--- src/sv/i2cm_pkg.sv ---
// ----------------------------------------------------------------------------
// I2C master controller package
// Shared types, opcodes, register codes and the divider width and reset value.
// ----------------------------------------------------------------------------
package i2cm_pkg;

  localparam int DivW = 12;

  localparam logic [1:0] OP_TICK  = 2'd0;
  localparam logic [1:0] OP_WRITE = 2'd1;
  localparam logic [1:0] OP_READ  = 2'd2;

  localparam logic [1:0] REG_CTRL   = 2'd0;
  localparam logic [1:0] REG_STATUS = 2'd1;
  localparam logic [1:0] REG_DATA   = 2'd2;

  localparam logic [DivW-1:0] DIV_RESET = 12'd3840;

  typedef enum logic [2:0] {
    PH_IDLE, PH_START, PH_HOLD, PH_LOW, PH_HIGH, PH_STOP, PH_STOP2, PH_RESTART
  } phase_t;

  typedef struct packed {
    logic [1:0] opcode;
    logic [1:0] reg_select;
    logic [7:0] write_data;
    logic       scl_in;
    logic       sda_in;
  } req_t;

  typedef struct packed {
    logic [7:0] read_data;
    logic       scl_low;
    logic       sda_low;
    logic       interrupt;
  } rsp_t;

endpackage

--- src/sv/i2cm_core.sv ---
// ----------------------------------------------------------------------------
// I2C master core
// Holds the register and bit engine state and handles one request per cycle while step is high.
// ----------------------------------------------------------------------------
module i2cm_core import i2cm_pkg::*; (
  input  logic            clk,
  input  logic            rst_n,
  input  logic            step,
  input  req_t            req,
  input  logic            cfg_we,
  input  logic [DivW-1:0] cfg_div,
  output rsp_t            rsp
);

  logic [DivW-1:0] div_r, div_nxt;
  logic en_r, en_nxt, ien_r, ien_nxt, ms_r, ms_nxt, tx_r, tx_nxt, txak_r, txak_nxt;
  logic xc_r, xc_nxt, bb_r, bb_nxt, al_r, al_nxt, if_r, if_nxt, rn_r, rn_nxt;
  logic [7:0] sh_r, sh_nxt, rx_r, rx_nxt;
  logic [3:0] bi_r, bi_nxt;
  logic [DivW-1:0] hc_r, hc_nxt;
  phase_t ph_r, ph_nxt;
  logic ps_r, ps_nxt, pd_r, pd_nxt, sc_r, sc_nxt, sd_r, sd_nxt;

  logic [DivW-2:0] half;
  logic [DivW-1:0] hlim;
  logic            hdone;
  logic [DivW-1:0] hc_inc;
  logic [7:0]      rd;
  logic            ms_b, in_byte, dacc;

  assign half   = div_r[DivW-1:1];
  assign hlim   = (half == '0) ? DivW'(1) : {1'b0, half};
  assign hc_inc = hc_r + DivW'(1);
  assign hdone  = (hc_inc >= hlim);

  always_comb begin
    div_nxt = cfg_we ? cfg_div : div_r;
    en_nxt = en_r; ien_nxt = ien_r; ms_nxt = ms_r; tx_nxt = tx_r; txak_nxt = txak_r;
    xc_nxt = xc_r; bb_nxt = bb_r; al_nxt = al_r; if_nxt = if_r; rn_nxt = rn_r;
    sh_nxt = sh_r; rx_nxt = rx_r; bi_nxt = bi_r; hc_nxt = hc_r; ph_nxt = ph_r;
    sc_nxt = sc_r; sd_nxt = sd_r;
    ps_nxt = ps_r; pd_nxt = pd_r;
    rd = 8'h00; ms_b = 1'b0; in_byte = 1'b0; dacc = 1'b0;
    if (step) begin
      if (en_r && ps_r && req.scl_in) begin
        if (pd_r && !req.sda_in) begin
          bb_nxt = 1'b1;
        end else if (!pd_r && req.sda_in) begin
          bb_nxt = 1'b0;
        end
      end
      ps_nxt = req.scl_in;
      pd_nxt = req.sda_in;
      in_byte = (ph_r == PH_LOW) || (ph_r == PH_HIGH);
      case (req.opcode)
        OP_TICK: begin
          case (ph_r)
            PH_START, PH_LOW, PH_STOP: begin
              hc_nxt = hdone ? '0 : hc_inc;
              if (hdone) begin
                if (ph_r == PH_START) begin
                  sc_nxt = 1'b1;
                  ph_nxt = PH_HOLD;
                  if (!xc_r) begin
                    xc_nxt = 1'b0; bi_nxt = '0; ph_nxt = PH_LOW;
                    sd_nxt = tx_r ? ~sh_r[7] : 1'b0;
                  end
                end else if (ph_r == PH_LOW) begin
                  sc_nxt = 1'b0; ph_nxt = PH_HIGH;
                end else begin
                  sc_nxt = 1'b0; ph_nxt = PH_STOP2;
                end
              end
            end
            PH_RESTART: begin
              if (bi_r == 4'd0) begin
                hc_nxt = hdone ? '0 : hc_inc;
                if (hdone) begin
                  sc_nxt = 1'b0; bi_nxt = 4'd1;
                end
              end else if (req.scl_in) begin
                hc_nxt = hdone ? '0 : hc_inc;
                if (hdone) begin
                  sd_nxt = 1'b1; bi_nxt = '0; ph_nxt = PH_START;
                end
              end
            end
            PH_STOP2: begin
              if (req.scl_in) begin
                hc_nxt = hdone ? '0 : hc_inc;
                if (hdone) begin
                  sd_nxt = 1'b0; ph_nxt = PH_IDLE;
                end
              end
            end
            PH_HIGH: begin
              if (req.scl_in) begin
                hc_nxt = hdone ? '0 : hc_inc;
                if (hdone) begin
                  sc_nxt = 1'b1;
                  if (!bi_r[3]) begin
                    if (tx_r && !sd_r && !req.sda_in) begin
                      al_nxt = 1'b1; if_nxt = 1'b1; xc_nxt = 1'b1; ms_nxt = 1'b0;
                      sc_nxt = 1'b0; sd_nxt = 1'b0; bi_nxt = '0; ph_nxt = PH_IDLE;
                    end else begin
                      sh_nxt = {sh_r[6:0], req.sda_in};
                      bi_nxt = bi_r + 4'd1;
                      ph_nxt = PH_LOW;
                      if (bi_r == 4'd7) begin
                        sd_nxt = tx_r ? 1'b0 : ~txak_r;
                      end else begin
                        sd_nxt = tx_r ? ~sh_r[6] : 1'b0;
                      end
                    end
                  end else begin
                    if (tx_r) begin
                      rn_nxt = req.sda_in;
                    end else begin
                      rx_nxt = sh_r;
                    end
                    sd_nxt = 1'b0; bi_nxt = '0; xc_nxt = 1'b1; if_nxt = 1'b1;
                    ph_nxt = PH_HOLD;
                  end
                end
              end
            end
            default: begin
            end
          endcase
        end
        OP_WRITE: begin
          case (req.reg_select)
            REG_CTRL: begin
              ms_b = req.write_data[5];
              ien_nxt = req.write_data[6];
              tx_nxt = req.write_data[4];
              txak_nxt = req.write_data[3];
              if (!req.write_data[7]) begin
                en_nxt = 1'b0; ms_nxt = 1'b0; xc_nxt = 1'b1; bb_nxt = 1'b0;
                al_nxt = 1'b0; if_nxt = 1'b0; rn_nxt = 1'b0; bi_nxt = '0;
                hc_nxt = '0; ph_nxt = PH_IDLE; sc_nxt = 1'b0; sd_nxt = 1'b0;
              end else begin
                en_nxt = 1'b1;
                if (ms_b && !ms_r) begin
                  if (ph_r == PH_IDLE) begin
                    if (bb_nxt) begin
                      al_nxt = 1'b1; if_nxt = 1'b1;
                    end else begin
                      ms_nxt = 1'b1; ph_nxt = PH_START; sd_nxt = 1'b1;
                      sc_nxt = 1'b0; hc_nxt = '0; bi_nxt = '0;
                    end
                  end
                end else if (!ms_b && ms_r) begin
                  ms_nxt = 1'b0; ph_nxt = PH_STOP; sc_nxt = 1'b1; sd_nxt = 1'b1;
                  hc_nxt = '0; bi_nxt = '0;
                end else if (ms_b && req.write_data[2] && ph_r == PH_HOLD) begin
                  ph_nxt = PH_RESTART; bi_nxt = '0; sc_nxt = 1'b1; sd_nxt = 1'b0;
                  hc_nxt = '0;
                end
              end
            end
            REG_STATUS: begin
              al_nxt = al_r & req.write_data[4];
              if_nxt = if_r & req.write_data[1];
            end
            REG_DATA: begin
              if (!in_byte) begin
                sh_nxt = req.write_data;
                dacc = ms_r && tx_r;
              end
            end
            default: begin
            end
          endcase
        end
        OP_READ: begin
          case (req.reg_select)
            REG_CTRL: rd = {en_r, ien_r, ms_r, tx_r, txak_r, 3'b000};
            REG_STATUS: rd = {xc_r, 1'b0, bb_nxt, al_r, 2'b00, if_r, rn_r};
            REG_DATA: begin
              rd = rx_r;
              dacc = ms_r && !tx_r;
            end
            default: rd = 8'h00;
          endcase
        end
        default: begin
        end
      endcase
      if (dacc) begin
        if (ph_r == PH_HOLD) begin
          xc_nxt = 1'b0; bi_nxt = '0; hc_nxt = '0; ph_nxt = PH_LOW; sc_nxt = 1'b1;
          sd_nxt = tx_r ? ~sh_nxt[7] : 1'b0;
        end else if (ph_r == PH_START || ph_r == PH_RESTART) begin
          xc_nxt = 1'b0;
        end
      end
    end
  end

  always_ff @(posedge clk) begin
    if (!rst_n) begin
      div_r <= DIV_RESET;
      en_r <= 1'b0; ien_r <= 1'b0; ms_r <= 1'b0; tx_r <= 1'b0; txak_r <= 1'b0;
      xc_r <= 1'b1; bb_r <= 1'b0; al_r <= 1'b0; if_r <= 1'b0; rn_r <= 1'b0;
      sh_r <= '0; rx_r <= '0; bi_r <= '0; hc_r <= '0; ph_r <= PH_IDLE;
      ps_r <= 1'b1; pd_r <= 1'b1; sc_r <= 1'b0; sd_r <= 1'b0;
    end else begin
      div_r <= div_nxt;
      en_r <= en_nxt; ien_r <= ien_nxt; ms_r <= ms_nxt; tx_r <= tx_nxt; txak_r <= txak_nxt;
      xc_r <= xc_nxt; bb_r <= bb_nxt; al_r <= al_nxt; if_r <= if_nxt; rn_r <= rn_nxt;
      sh_r <= sh_nxt; rx_r <= rx_nxt; bi_r <= bi_nxt; hc_r <= hc_nxt; ph_r <= ph_nxt;
      ps_r <= ps_nxt; pd_r <= pd_nxt; sc_r <= sc_nxt; sd_r <= sd_nxt;
    end
  end

  assign rsp.read_data = rd;
  assign rsp.scl_low   = sc_nxt;
  assign rsp.sda_low   = sd_nxt;
  assign rsp.interrupt = if_nxt & ien_nxt;

endmodule

--- src/sv/i2c_master_controller.sv ---
// ----------------------------------------------------------------------------
// I2C master controller
// Byte-register I2C bus master with an SCL bit engine.
// ----------------------------------------------------------------------------
// Each request on the in_ channel is a clock tick, a register write or a
// register read, together with the sampled SCL and SDA levels. Every request
// gives exactly one response on the out_ channel with the read data, the two
// line drives and the interrupt output.
// The request is processed in the cycle it is accepted and its response sits
// in the output register from the next cycle, so a request can be accepted
// every cycle while the receiver takes the responses.
// When the receiver stalls, a new request is still taken if the output
// register is empty; otherwise in_ready is held low.
// The cfg_ channel writes the SCL divider; the user must write it only while idle, as the block does not enforce this.
// After reset the engine is idle, both lines are released, transfer-complete
// is set and the divider is 3840.
// ----------------------------------------------------------------------------
module i2c_master_controller import i2cm_pkg::*; (
  input  logic            clk,
  input  logic            rst_n,
  input  logic            in_valid,
  output logic            in_ready,
  input  logic [1:0]      in_opcode,
  input  logic [1:0]      in_reg_select,
  input  logic [7:0]      in_write_data,
  input  logic            in_scl_in,
  input  logic            in_sda_in,
  output logic            out_valid,
  input  logic            out_ready,
  output logic [7:0]      out_read_data,
  output logic            out_scl_low,
  output logic            out_sda_low,
  output logic            out_interrupt,
  input  logic            cfg_valid,
  output logic            cfg_ready,
  input  logic [DivW-1:0] cfg_data
);

  req_t req;
  rsp_t rsp, rsp_r;
  logic vld_r, step;

  assign in_ready  = !vld_r || out_ready;
  assign step      = in_valid && in_ready;
  assign cfg_ready = 1'b1;
  assign req = '{opcode: in_opcode, reg_select: in_reg_select, write_data: in_write_data,
                 scl_in: in_scl_in, sda_in: in_sda_in};

  i2cm_core u_core (
    .clk    (clk),
    .rst_n  (rst_n),
    .step   (step),
    .req    (req),
    .cfg_we (cfg_valid),
    .cfg_div(cfg_data),
    .rsp    (rsp)
  );

  always_ff @(posedge clk) begin
    if (!rst_n) begin
      vld_r <= 1'b0;
    end else if (in_ready) begin
      vld_r <= in_valid;
    end
  end

  always_ff @(posedge clk) begin
    if (step) begin
      rsp_r <= rsp;
    end
  end

  assign out_valid     = vld_r;
  assign out_read_data = rsp_r.read_data;
  assign out_scl_low   = rsp_r.scl_low;
  assign out_sda_low   = rsp_r.sda_low;
  assign out_interrupt = rsp_r.interrupt;

endmodule
--- config.mk ---
export PLATFORM = sky130hd
export DESIGN_NAME = i2c_master_controller
export DESIGN_NICKNAME = d
export VERILOG_FILES = /design/src/sv/i2cm_pkg.sv /design/src/sv/i2cm_core.sv /design/src/sv/i2c_master_controller.sv
export SDC_FILE = /design/constraint.sdc
export NUM_CORES = 1
export LEC_CHECK = 0
export BUFFER_PORTS_ARGS = -buffer_cell sky130_fd_sc_hd__buf_4
export CAP_MARGIN = 15
export CORE_MARGIN = 3
export CORE_UTILIZATION = 28
export DETAILED_ROUTE_END_ITERATION = 6
export SYNTH_ARGS = -nofsm -noshare
export SYNTH_HDL_FRONTEND = slang
export SYNTH_SLANG_ARGS = --single-unit
--- constraint.sdc ---
create_clock -name clk -period 9.3 [get_ports clk]
set_clock_uncertainty 0.2 [all_clocks]
set_input_delay 1.395 -clock clk [delete_from_list [all_inputs] [get_ports clk]]
set_output_delay 1.395 -clock clk [all_outputs]
set_load 0.05 [all_outputs]
* After elaboration in Yosys (flattened, before gate mapping)
Index checks and enable logic that the tools add are counted.
Word-level totals: memories 0, input port bits 31, logic and storage cells 303, memory bits (read-only) 0, RAM bits 0, flip-flop bits (word level) 73, output and inout bits 14, latch bits 0
Cells by class: $lt $le $gt $ge 1, divide/modulo/power cells 0, reduce and logical (&&, ||, !) cells 37, mux-type cells 193, shift operators 0, eq/ne operators 36, multipliers 0, $add $sub $neg 2, bitwise gates (word level) 8
Operators with widths (number):
- $mux W12 | 12
- $mux W1 | 110
- $mux W4 | 20
- $mux W8 | 8
- $mux W3 | 18
- $pmux W12 S3 | 1
- $pmux W12 S2 | 1
- $pmux W8 S3 | 1
- $pmux W1 S2 | 11
- $reduce_and A11 Y1 | 2
- $reduce_and A9 Y1 | 2
- $pmux W8 S2 | 1
- $logic_and A1 B1 Y1 | 13
- $add A12 B1 Y12 const B | 1
- $eq A3 B3 Y1 const B | 4
- $ge A12 B12 Y1 | 1
- $ne A2 B1 Y1 const B | 6
- $ne A3 B3 Y1 const B | 4
- $ne A4 B3 Y1 const B | 3
- $pmux W3 S4 | 1
- $pmux W4 S3 | 1
- $logic_not A11 Y1 | 1
- $mux W11 | 1
- $ne A3 B2 Y1 const B | 3
- 27 further kinds | 51

* Longest topological paths before layout
Gate-level depths: netlist (run 1).
word-level depth 15, mapped depth 17, depth with buffers taken out 14

* Hierarchy
From an unflattened synthesis (run 1), not the netlist that was laid out.
Unflattened totals: cell total of the unflattened synthesis 573, area total of the unflattened synthesis 4635.7 um^2
Modules (own cells, without submodules):
- i2cm_core | area an instance 4236.6 um^2, seq. area each 1201.2 um^2, times used 1, cells each 555
- i2c_master_controller | area an instance 399.1 um^2, seq. area each 350.3 um^2, times used 1, cells each 18

* Worst setup path before layout (run 1)
No wires, ideal clock.
kind input-to-reg, start input out_ready, end register u_core.hc_r[9], required time 9.026 ns, setup time 0.074 ns, arrival time 3.306 ns, path slack 5.719 ns, stages on the path 9, path buffers 1, path through nand2b_1 nand2_1 a31oi_1 and2_1 nand2_1 nor3_2 buf_2 o21ai_0 a31oi_1
Between the ends: word-level cells in the longest chain between the ends 2
RTL lines:
- start, declared | RTL line i2c_master_controller.sv:29 | input logic out_ready,
- $logic_or A1 B1 Y1 | RTL line i2c_master_controller.sv:43 | assign in_ready = !vld_r || out_ready;
- $logic_and A1 B1 Y1 | RTL line i2c_master_controller.sv:44 | assign step = in_valid && in_ready;
- end signal, assigned | RTL line i2cm_core.sv:212 | sh_r <= sh_nxt; rx_r <= rx_nxt; bi_r <= bi_nxt; hc_r <= hc_nxt; ph_r <= ph_nxt;
- end, declared | RTL line i2cm_core.sv:20 | logic [DivW-1:0] hc_r, hc_nxt;
No other way between the ends. A chain may end at the register's enable or synchronous reset.

* Worst setup path after layout (run 1)
start register u_core.hc_r[0], end register u_core.sh_r[5]
Between the ends: word-level cells in the longest chain between the ends 4
RTL lines:
- $add A12 B1 Y12 | RTL line i2cm_core.sv:33 | assign hc_inc = hc_r + DivW'(1);
- $ge A12 B12 Y1 | RTL line i2cm_core.sv:34 | assign hdone = (hc_inc >= hlim);
- $ne A3 B2 Y1 (no line)
- $reduce_and A9 Y1 (no line)
- end signal, assigned | RTL line i2cm_core.sv:212
- end, declared | RTL line i2cm_core.sv:18 | logic [7:0] sh_r, sh_nxt, rx_r, rx_nxt;
No other way between the ends.

==> impl_metrics.json, run 1 <==
{
  "critPathRequiredTime_ns": 9.37,
  "combPwrFrac_pct": 10.8,
  "diodes": 0,
  "fin_nets": 606,
  "cts.path.max_buffers": 2,
  "cts_setup_buffers": 0,
  "internal-power_uw": 599,
  "ant_nets": 0,
  "synth_cells": 531,
  "routed_via_density": 5.42,
  "cap_violations": 0,
  "drt-wirelength-per-cell_um": 16.7,
  "crit_family": "compound AO/OA/AOI/OAI gates",
  "slew-limit-headroom_pct": 34.0,
  "drc_errors": 0,
  "grt_max_degree": 28,
  "hold_buffers": 0,
  "crit_buf_inv": 0,
  "final_util_pct": 34.5,
  "cp_max_fo": 14,
  "ys_seq_area_share_pct": 35.6,
  "vias": 4041,
  "first_global_vias": 3893,
  "cp_cell_sequence": "ha_1 > and3_1 > nand4_1 > xnor2_1 > ha_1 > nor2b_1 > mux2i_1 > o21ai_0 > a211oi_2 > o21ai_0 > a31oi_1",
  "critPathMaxStageDelay_ns": 0.76,
  "worst_pin_slew_ns": 0.962,
  "grt-ovfl-total": 0,
  "synth_edf_count": 11,
  "ys_top_cells_by_area": "dfxtp_1 (28%), edfxtp_1 (7.6%), mux2i_1 (5.7%)",
  "antenna_found_initial": 0,
  "clk_latency_ns": 0.34,
  "power_density_mw_per_mm2": 156,
  "drt-initial-drc-count": 369,
  "run_status": "completed",
  "end_kind": "flip-flop",
  "p_seq_share_pct": 41.7,
  "avgSynthCellArea_um2": 8.21,
  "die_h_um": 131,
  "cp-start-kind": "flip-flop",
  "r2r_slack_ns": 5.00,
  "cts_resized": 0,
  "cpMaxStageDelayCell": "a211oi_2",
  "crit_arrival_ns": 4.36,
  "clkTransAtPathRegs_ns": 0.06,
  "p_sw_uw": 198,
  "dr.pass1.iters": 5,
  "synth.top_cell.area_share_pct": 28.0,
  "finalPower_uw": 798,
  "synth.distinct_cells": 66,
  "p_clk_share_pct": 47.4,
  "numCtsBuffers": 9,
  "io_pins": 45,
  "start_util_pct": 29.3,
  "core_mm2": 0.0149,
  "crit_type": "flip-flop to flip-flop",
  "hold_path_class": "flip-flop to flip-flop",
  "dieArea_mm2": 0.0171,
  "syn_area_mm2": 0.00436,
  "async_reset_ff_share_pct": 0,
  "cts_tree": "yes",
  "numPortBuffers": 42,
  "clock.fmax_mhz": 233,
  "grtUsageTotal_pct": 14.8,
  "htreeDepth": 3,
  "synthFlopType": "dfxtp_1",
  "root_buffer": "clkbuf_16",
  "finalWirelength_um": 12400,
  "layout_min_cycle_time_ns": 4.30,
  "hpwl_um": 9090,
  "gp_congestion": 0.884,
  "peakVddDrop_uv": 92.2,
  "area_delta_synth_final_pct": 17.5,
  "fillCellCount": 1550,
  "drv_slew": 0,
  "switching_share_pct": 24.9,
  "grt_setup_unrepaired": "false",
  "yosys_warnings": 0,
  "tns_ns": 0,
  "ys_ff_latch": 72,
  "syn_nets": 581,
  "die_x_um": 131,
  "num_rows": 44,
  "drive_gt1_share_pct": 13.4,
  "yosys.area.top_type": "dfxtp_1",
  "finalSetupViolations": 0,
  "fin_crit_sh_pct": 46.2,
  "p_leak_nw": 2.08,
  "grt_pass1_wl_um": 20000,
  "hold_violations": 0,
  "cts_sinks": 72
}
-- logic make-up (layout without fill, tap and decap cells) --
family | after synthesis | count (layout) | synth area share [%]
buffers and inverters | 61 | 91 | 5.82
other | 1 | 1 | 0.0860
xor gates and xnor gates | 11 | 11 | 2.21
muxes | 25 | 25 | 5.74
AOI/OAI and AO/OA | 154 | 154 | 23.7
DFF | 72 | 72 | 35.6
and+or+nand+nor | 188 | 188 | 21.4
adders and majority gates | 19 | 19 | 5.45
-- power by group through the flow --
stage,registers (mW),logic [mW],clock network [mW]
2_1_floorplan,0.345,0.0489,0
4_1_cts,0.333,0.0862,0.389
3_3_place_gp,0.339,0.0844,0
6_report,0.333,0.0862,0.378
5_1_grt,0.334,0.0943,0.402
3_5_place_dp,0.339,0.0858,0
-- cells in the mapped netlist (all sizes together), types with 6 or more instances --
cell type,number
clkbuf,21
xnor2,7
o31ai,7
a22oi,8
nand4,7
and3,7
buf,11
nor3,8
o211ai,8
inv,29
nand2b,9
ha,19
nor2b,8
nor2,48
a31oi,15
mux2i,25
and2,12
nand2,56
a21o,7
nand3,16
dfxtp,61
edfxtp,11
a21oi,23
o21ai,45
a22o,6
-- through the flow --
| step | hold slack, ns | cells | worst slack (ns) | instance area (um2) |
|---|---|---|---|---|
| 2_1_floorplan | 0.238 | 531 | 5.72 | 4360 |
| 3_3_place_gp | 0.269 | 729 | 4.93 | 4790 |
| 3_5_place_dp | 0.264 | 729 | 4.89 | 4790 |
| 4_1_cts | 0.279 | 745 | 5.01 | 5120 |
| 5_1_grt | 0.310 | 745 | 4.64 | 5120 |
| 6_report | 0.276 | 745 | 5.00 | 5120 |
-- worst paths after layout --
check | startpoint | endpoint | cells after the start
worst max-delay path | u_core.hc_r[0] | u_core.sh_r[5] | 11
worst min-delay path | u_core.hc_r[11] | u_core.hc_r[11] | 1
worst max register to register | u_core.hc_r[0] | u_core.sh_r[5] | 11
worst min register to register | u_core.hc_r[11] | u_core.hc_r[11] | 1
-- cell type report --
class                           instances  area [um2]  area share [%]
Sequential cell                        72        1550            30.3
Clock inverter                          6        92.6            1.81
Multi-Input combinational cell        398        2560            49.9
Inverter                               29         109            2.12
Tap cell                              184         230            4.49
Clock buffer                           10         239            4.66
Timing Repair Buffer                   46         345            6.74
-- flip-flops by register name (all words and copies together), names as in the netlist, 3 cells and up --
| signal | count |
|---|---|
| u_core.hc_r | 12 |
| u_core.div_r | 11 |
| u_core.sh_r | 8 |
| u_core.bi_r | 4 |
| u_core.ph_r | 3 |
| out_read_data | 8 |
| u_core.rx_r | 8 |
-- cell usage in the layout, fill, tap and decap left out, drive strengths merged, types with 8 or more instances in the layout --
master,instances
a21oi,23
a22oi,8
a31oi,15
and2,12
buf,46
clkbuf,10
dfxtp,61
edfxtp,11
ha,19
inv,29
mux2i,25
nand2,56
nand2b,9
nand3,16
nor2,48
nor2b,8
nor3,8
o211ai,8
o21ai,45
-- worst register-to-register path, cell delays in order (launching register included) --
cell and delay [ns]:
dfxtp_1 0.46, ha_1 0.26, and3_1 0.34, nand4_1 0.19
xnor2_1 0.25, ha_1 0.21, nor2b_1 0.05, mux2i_1 0.75
o21ai_0 0.42, a211oi_2 0.76, o21ai_0 0.19, a31oi_1 0.16
-- per-layer routing --
metal  vias up  GRT usage (%)  routed length, um
li1       1967              -                  -
met1      1921           19.7               5630
met2       139           24.1               5780
met3        14           3.66                845
met4         0           3.81                148
met5         -              0                  0
No activity file was read; power rests on OpenSTA's default activity.
==> inputs of run 2 (changes only) <==
--- a/config.mk
+++ b/config.mk
@@ -5,6 +5,7 @@
 export SDC_FILE = /design/constraint.sdc
 export NUM_CORES = 1
 export LEC_CHECK = 0
+export ABC_AREA = 1
 export BUFFER_PORTS_ARGS = -buffer_cell sky130_fd_sc_hd__buf_4
 export CAP_MARGIN = 15
 export CORE_MARGIN = 3
==> constraint.sdc (replaced) <==
create_clock -name clk -period 4.05 [get_ports clk]
set_clock_uncertainty 0.2 [all_clocks]
set_input_delay 0.6075 -clock clk [delete_from_list [all_inputs] [get_ports clk]]
set_output_delay 0.6075 -clock clk [all_outputs]
set_load 0.05 [all_outputs]
==> run 2 against run 1 <==
Net effect:
- utilization is 0.92 points lower
- global-route usage increased by 0.32 points
- combinational power grew to 3.7 times the previous value
- total power up 140%
- clock power rose by 110%
- first-iteration DRC count rose by 18%
- final cell count grew 30%
- critical path type unchanged
- synthesized cell count rose by 34%
- maximum frequency increased by 20%
- final area is 9.0% higher
- critical path depth increased by 9
- register-to-register slack lost 4.5 ns
==> impl_metrics.json, run 2 <==
{
  "grt_max_degree": 27,
  "synth_commonest_cells": "nand2_1 (152), inv_1 (94), a21oi_1 (69), dfxtp_1 (61), nor2_1 (54)",
  "crit_arrival_ns": 3.65,
  "r2r_slack_ns": 0.45,
  "hpwl_um": 10400,
  "grtUsageTotal_pct": 15.2,
  "htreeDepth": 3,
  "ant_nets": 0,
  "p_sw_uw": 595,
  "num_rows": 47,
  "final_util_pct": 33.6,
  "syn_area_mm2": 0.00477,
  "p_leak_nw": 2.33,
  "drv_slew": 0,
  "synth_top_family_by_area": "simple AND/OR/NAND/NOR gates",
  "synthFlopType": "dfxtp_1",
  "combPwrFrac_pct": 17.2,
  "numPortBuffers": 42,
  "cts.path.max_buffers": 2,
  "largest_register_ffs": 12,
  "drive_gt1_share_pct": 12.2,
  "peakVddDrop_uv": 189,
  "io_pins": 45,
  "yosys.area.top_type": "dfxtp_1",
  "wl_met2_um": 6550,
  "yosys_warnings": 0,
  "hold_buffers": 0,
  "switching_share_pct": 31.6,
  "area_delta_synth_final_pct": 17.0,
  "crit_type": "flip-flop to flip-flop",
  "reg.largest.list": "u_core.hc_r x12, u_core.div_r x11",
  "die_h_um": 137,
  "worst_pin_slew_ns": 0.680,
  "die_x_um": 137,
  "fin_nets": 797,
  "clk_latency_ns": 0.34,
  "critPathRequiredTime_ns": 4.11,
  "setup_ws_ns": 0.454,
  "dieArea_mm2": 0.0187,
  "grt-ovfl-total": 0,
  "layout_min_cycle_time_ns": 3.60,
  "cts_tree": "yes",
  "synth_cells": 713,
  "cp_max_fo": 17,
  "hold_path_class": "flip-flop to flip-flop",
  "first_global_vias": 4516,
  "syn_nets": 763,
  "synth_xor_area_share_pct": 1.10,
  "synth-simple-area-share_pct": 27.4,
  "final_cell_area_mm2": 0.00558,
  "finalWirelength_um": 13800,
  "synth.distinct_cells": 51,
  "cap_violations": 0,
  "grt_pass1_wl_um": 22800,
  "dp_slack_ns": 0.468,
  "end_kind": "flip-flop",
  "core_mm2": 0.0166,
  "synthAdderAreaFrac_pct": 4.98,
  "grt_setup_unrepaired": "false",
  "power_density_mw_per_mm2": 337,
  "drt-wirelength-per-cell_um": 14.2,
  "ys_seq_area_share_pct": 32.5,
  "mostFrequentLayoutCells": "nand2_1 (152), inv_1 (94), a21oi_1 (69)",
  "top_layer_used": "met4",
  "run_status": "completed",
  "drc_errors": 0,
  "diodes": 0,
  "synth_edf_count": 11,
  "clock.fmax_mhz": 278,
  "internal-power_mw": 1.29,
  "numCtsBuffers": 9,
  "finalSetupViolations": 0,
  "avgSynthCellArea_um2": 6.70,
  "placed_area_mm2": 0.00530,
  "wl_met1_um": 6400,
  "p_clk_share_pct": 41.4,
  "routed_via_density": 5.00,
  "ys_ff_latch": 72,
  "fin_crit_sh_pct": 88.8,
  "start_util_pct": 28.7,
  "yosysMostFrequentCell": "nand2_1",
  "dr.pass1.iters": 5,
  "cts_setup_buffers": 0,
  "synth_compound_area_share_pct": 22.9,
  "wl_met3_um": 768,
  "root_buffer": "clkbuf_16",
  "slew-limit-headroom_pct": 54.5,
  "cp-start-kind": "flip-flop",
  "drt-initial-drc-count": 434,
  "clkTransAtPathRegs_ns": 0.07,
  "async_reset_ff_share_pct": 0,
  "synth.top_cell.area_share_pct": 25.6,
  "final_common_cell": "nand2_1",
  "tns_ns": 0,
  "cts_sinks": 72,
  "cts_resized": 0,
  "ys_top_cells_by_area": "dfxtp_1 (26%), nand2_1 (12%), inv_1 (7.4%)",
  "antenna_found_initial": 0,
  "synth.mux.area_fraction_pct": 0.210,
  "gp_congestion": 0.882,
  "p_seq_share_pct": 41.4,
  "vias": 4861,
  "hold_violations": 0,
  "regMostFlops": "u_core.hc_r"
}
## run 2: changes by cell type after synthesis, sizes merged, moves of 7 or more
| cell | before | now |
|---|---|---|
| nand2 | 56 | 156 |
| inv | 29 | 99 |
| a21oi | 23 | 69 |
| nand3 | 16 | 46 |
| mux2i | 25 | 1 |
| o21ai | 45 | 68 |
| nor2 | 48 | 61 |
| and2 | 12 | 0 |
| nand2b | 9 | 0 |
| a22oi | 8 | 0 |
| nor2b | 8 | 0 |
| a221oi | 1 | 8 |
| o211ai | 8 | 15 |
| xnor2 | 7 | 0 |
## run 2: routing by layer
| metal | track usage, % | vias to the layer above |
|---|---|---|
| li1 | - | 2496 |
| met2 | 25.5 | 135 |
| met5 | 0 | - |
| met1 | 20.1 | 2221 |
| met4 | 2.74 | 0 |
| met3 | 3.31 | 9 |
## run 2: cells by family after synthesis
family	Yosys count
XOR/XNOR	6
buffers and inverters	129
AND/OR/NAND/NOR	295
multiplexers	1
AO/OA/AOI/OAI	190
flip-flops	72
adder cells (fa/ha/maj)	19
other	1
## run 2: worst max-delay path: stages (launching register included)
cell and delay, ns:
dfxtp_1 0.42, inv_1 0.13, nor2_2 0.24, inv_1 0.06, nor2_1 0.17, nand2_1 0.09, xor2_1 0.24, inv_1 0.09
ha_1 0.31, a21o_1 0.18, a21oi_1 0.12, nand2_1 0.08, nor2_2 0.17, nand2_4 0.16, inv_4 0.21, nand2_2 0.13
o21ai_1 0.14, o21ai_1 0.08, o21ai_1 0.12, nand2_1 0.06, a21oi_1 0.12
## run 2: power by group through the flow
stage / Clock, mW / Sequential (mW) / Combinational (mW)
6_report: 0.779 / 0.779 / 0.323
5_1_grt: 0.822 / 0.783 / 0.363
4_1_cts: 0.795 / 0.779 / 0.323
3_5_place_dp: 0 / 0.795 / 0.321
3_3_place_gp: 0 / 0.794 / 0.322
2_1_floorplan: 0 / 0.807 / 0.207
## run 2: per-stage QoR
| stage | total power [mW] | std cells | hold WS (ns) |
|---|---|---|---|
| after floorplan | 1.01 | 713 | 0.224 |
| after global placement | 1.12 | 956 | 0.247 |
| after detailed placement | 1.12 | 956 | 0.251 |
| after CTS | 1.90 | 972 | 0.260 |
| after global routing | 1.97 | 972 | 0.285 |
| final | 1.88 | 972 | 0.256 |
## run 2: area by class of cell
class	count	area [um2]
multi-input cells	512	2710
fillers	1817	11100
repair buffers	51	383
inverters	101	382
flip-flops and latches	72	1550
clock buffers	9	225
clock inverters	7	60.1
well taps	220	275
## run 2: worst paths after layout
| check | start | endpoint | depth (start not counted) |
|---|---|---|---|
| hold reg to reg | u_core.rn_r | u_core.rn_r | 2 |
| hold / removal | u_core.rn_r | u_core.rn_r | 2 |
| setup reg to reg | u_core.hc_r[0] | u_core.hc_r[9] | 20 |
| setup / recovery | u_core.hc_r[0] | u_core.hc_r[9] | 20 |
==> inputs of run 3 (changes only) <==
==> constraint.sdc (replaced) <==
create_clock -name clk -period 4.2 [get_ports clk]
set_clock_uncertainty 0.2 [all_clocks]
set_input_delay 0.63 -clock clk [delete_from_list [all_inputs] [get_ports clk]]
set_output_delay 0.63 -clock clk [all_outputs]
set_load 0.05 [all_outputs]
==> run 3 against run 2 <==
Net effect:
- worst hold slack improved by 0.0016 ns
- sequential share of layout area about the same
- critical path depth unchanged
- critical endpoint is now u_core.hc_r[8]
- largest power group is now clock
==> impl_metrics.json, run 3 (synthesis results as in run 2) <==
{
  "num_rows": 47,
  "gp_congestion": 0.867,
  "root_buffer": "clkbuf_16",
  "cts_sinks": 72,
  "final_util_pct": 33.5,
  "cts_resized": 0,
  "peakVddDrop_uv": 184,
  "cts_tree": "yes",
  "worstReg2RegStart": "u_core.hc_r[0]",
  "grt_setup_unrepaired": "false",
  "vias": 4859,
  "dr.pass1.iters": 5,
  "p_seq_share_pct": 41.4,
  "first_global_vias": 4543,
  "combPwrFrac_pct": 17.2,
  "largest_register_ffs": 12,
  "switching_share_pct": 31.6,
  "layout_min_cycle_time_ns": 3.63,
  "crit_type": "flip-flop to flip-flop",
  "r2r_cells": 20,
  "cap_violations": 0,
  "mostFrequentLayoutCells": "nand2_1 (152), inv_1 (94), a21oi_1 (69)",
  "antenna_found_initial": 0,
  "hold_buffers": 0,
  "cp_max_fo": 17,
  "fin_crit_sh_pct": 86.5,
  "crit_arrival_ns": 3.69,
  "diodes": 0,
  "drt-wirelength-per-cell_um": 14.4,
  "cp-start-kind": "flip-flop",
  "drv_slew": 0,
  "numPortBuffers": 42,
  "internal-power_mw": 1.24,
  "hold_path_class": "flip-flop to flip-flop",
  "tns_ns": 0,
  "p_sw_uw": 574,
  "register_area_mm2": 0.00155,
  "hold_path_end": "u_core.rn_r",
  "cts.path.max_buffers": 2,
  "numCtsBuffers": 9,
  "hp-start": "u_core.rn_r",
  "clk_latency_ns": 0.34,
  "critPathRequiredTime_ns": 4.26,
  "clkTransAtPathRegs_ns": 0.06,
  "htreeDepth": 3,
  "p_leak_nw": 2.33,
  "fin_nets": 796,
  "drt-initial-drc-count": 377,
  "power_density_mw_per_mm2": 325,
  "r2r_end": "u_core.hc_r[8]",
  "final_common_cell": "nand2_1",
  "finalSetupViolations": 0,
  "die_x_um": 137,
  "worst_pin_slew_ns": 0.674,
  "r2r_slack_ns": 0.57,
  "reg.largest.list": "u_core.hc_r x12, u_core.div_r x11",
  "ant_nets": 0,
  "multi_input_area_mm2": 0.00271,
  "core_mm2": 0.0166,
  "hpwl_um": 10400,
  "fillCellCount": 1801,
  "drive_gt1_share_pct": 12.1,
  "grt_max_degree": 34,
  "hold_violations": 0,
  "whs_ns": 0.258,
  "regMostFlops": "u_core.hc_r",
  "area_delta_synth_final_pct": 16.9,
  "hold_depth": 2,
  "grtUsageTotal_pct": 15.1,
  "io_pins": 45,
  "start_util_pct": 28.7,
  "grt-ovfl-total": 0,
  "routed_via_density": 5.00,
  "grt_pass1_wl_um": 22800,
  "cts_setup_buffers": 0,
  "slew-limit-headroom_pct": 54.9,
  "die_h_um": 137,
  "clock.fmax_mhz": 275,
  "run_status": "completed",
  "dieArea_mm2": 0.0187,
  "finalWirelength_um": 13900,
  "p_clk_share_pct": 41.4,
  "end_kind": "flip-flop",
  "drc_errors": 0
}
[run 3: changes by cell type in the layout (fill, tap and decap cells not counted)]
cell   delta
buf_4     -1
inv_6     -1
inv_8     +1
[run 3: how the worst max path moves through the flow]
stage                   startpoint        endpoint  slack (ns)  depth (start not counted)
finish              u_core.hc_r[0]  u_core.hc_r[8]        0.57                         20
global route        u_core.hc_r[0]     out_sda_low        0.21                         22
CTS                 u_core.hc_r[0]  u_core.hc_r[9]        0.58                         20
detailed placement  u_core.hc_r[0]  u_core.hc_r[6]        0.62                         20
global placement    u_core.hc_r[0]  u_core.hc_r[9]        0.63                         20
floorplan           u_core.hc_r[0]   out_interrupt        1.10                         20
[run 3: critical path, stage by stage (launching register included)]
cell	delay (ns)
dfxtp_1	0.42
inv_1	0.13
nor2_2	0.24
inv_1	0.06
nor2_1	0.17
nand2_1	0.09
xor2_1	0.24
inv_1	0.08
ha_1	0.30
a21o_1	0.18
a21oi_1	0.13
nand2_1	0.08
nor2_2	0.18
nand2_4	0.17
inv_4	0.22
nand2_2	0.13
o21ai_1	0.13
o21ai_1	0.07
o21ai_1	0.14
nand2_1	0.07
a21oi_1	0.12
[run 3: power by group through the flow]
| stage | sequential, mW | clock (mW) | combinational, mW |
|---|---|---|---|
| final | 0.752 | 0.753 | 0.312 |
| after global placement | 0.766 | 0 | 0.310 |
| after global routing | 0.755 | 0.794 | 0.348 |
| after CTS | 0.751 | 0.768 | 0.312 |
| after floorplan | 0.779 | 0 | 0.199 |
| after detailed placement | 0.767 | 0 | 0.311 |
[run 3: routing by layer]
metal / GRT usage (%) / up-vias / wire length [um]
met5: 0 / - / 0
met4: 3.53 / 0 / 163
met3: 2.50 / 15 / 652
met2: 24.9 / 125 / 6500
met1: 20.8 / 2231 / 6620
li1: - / 2488 / -
[run 3: cell type report]
type,count,share of cell area (%)
tap,220,4.93
inverter,101,6.84
multi-input combinational,512,48.5
timing repair buffer,50,6.73
clock buffer,9,4.04
sequential,72,27.8
clock inverter,7,1.12
[run 3: through the flow]
step | setup slack (ns) | instance area [um2] | std cells | total power [mW]
floorplan | 1.10 | 4770 | 713 | 0.978
global placement | 0.634 | 5290 | 955 | 1.08
detailed placement | 0.620 | 5290 | 955 | 1.08
global route | 0.206 | 5580 | 971 | 1.90
finish | 0.568 | 5580 | 971 | 1.82
CTS | 0.583 | 5580 | 971 | 1.83
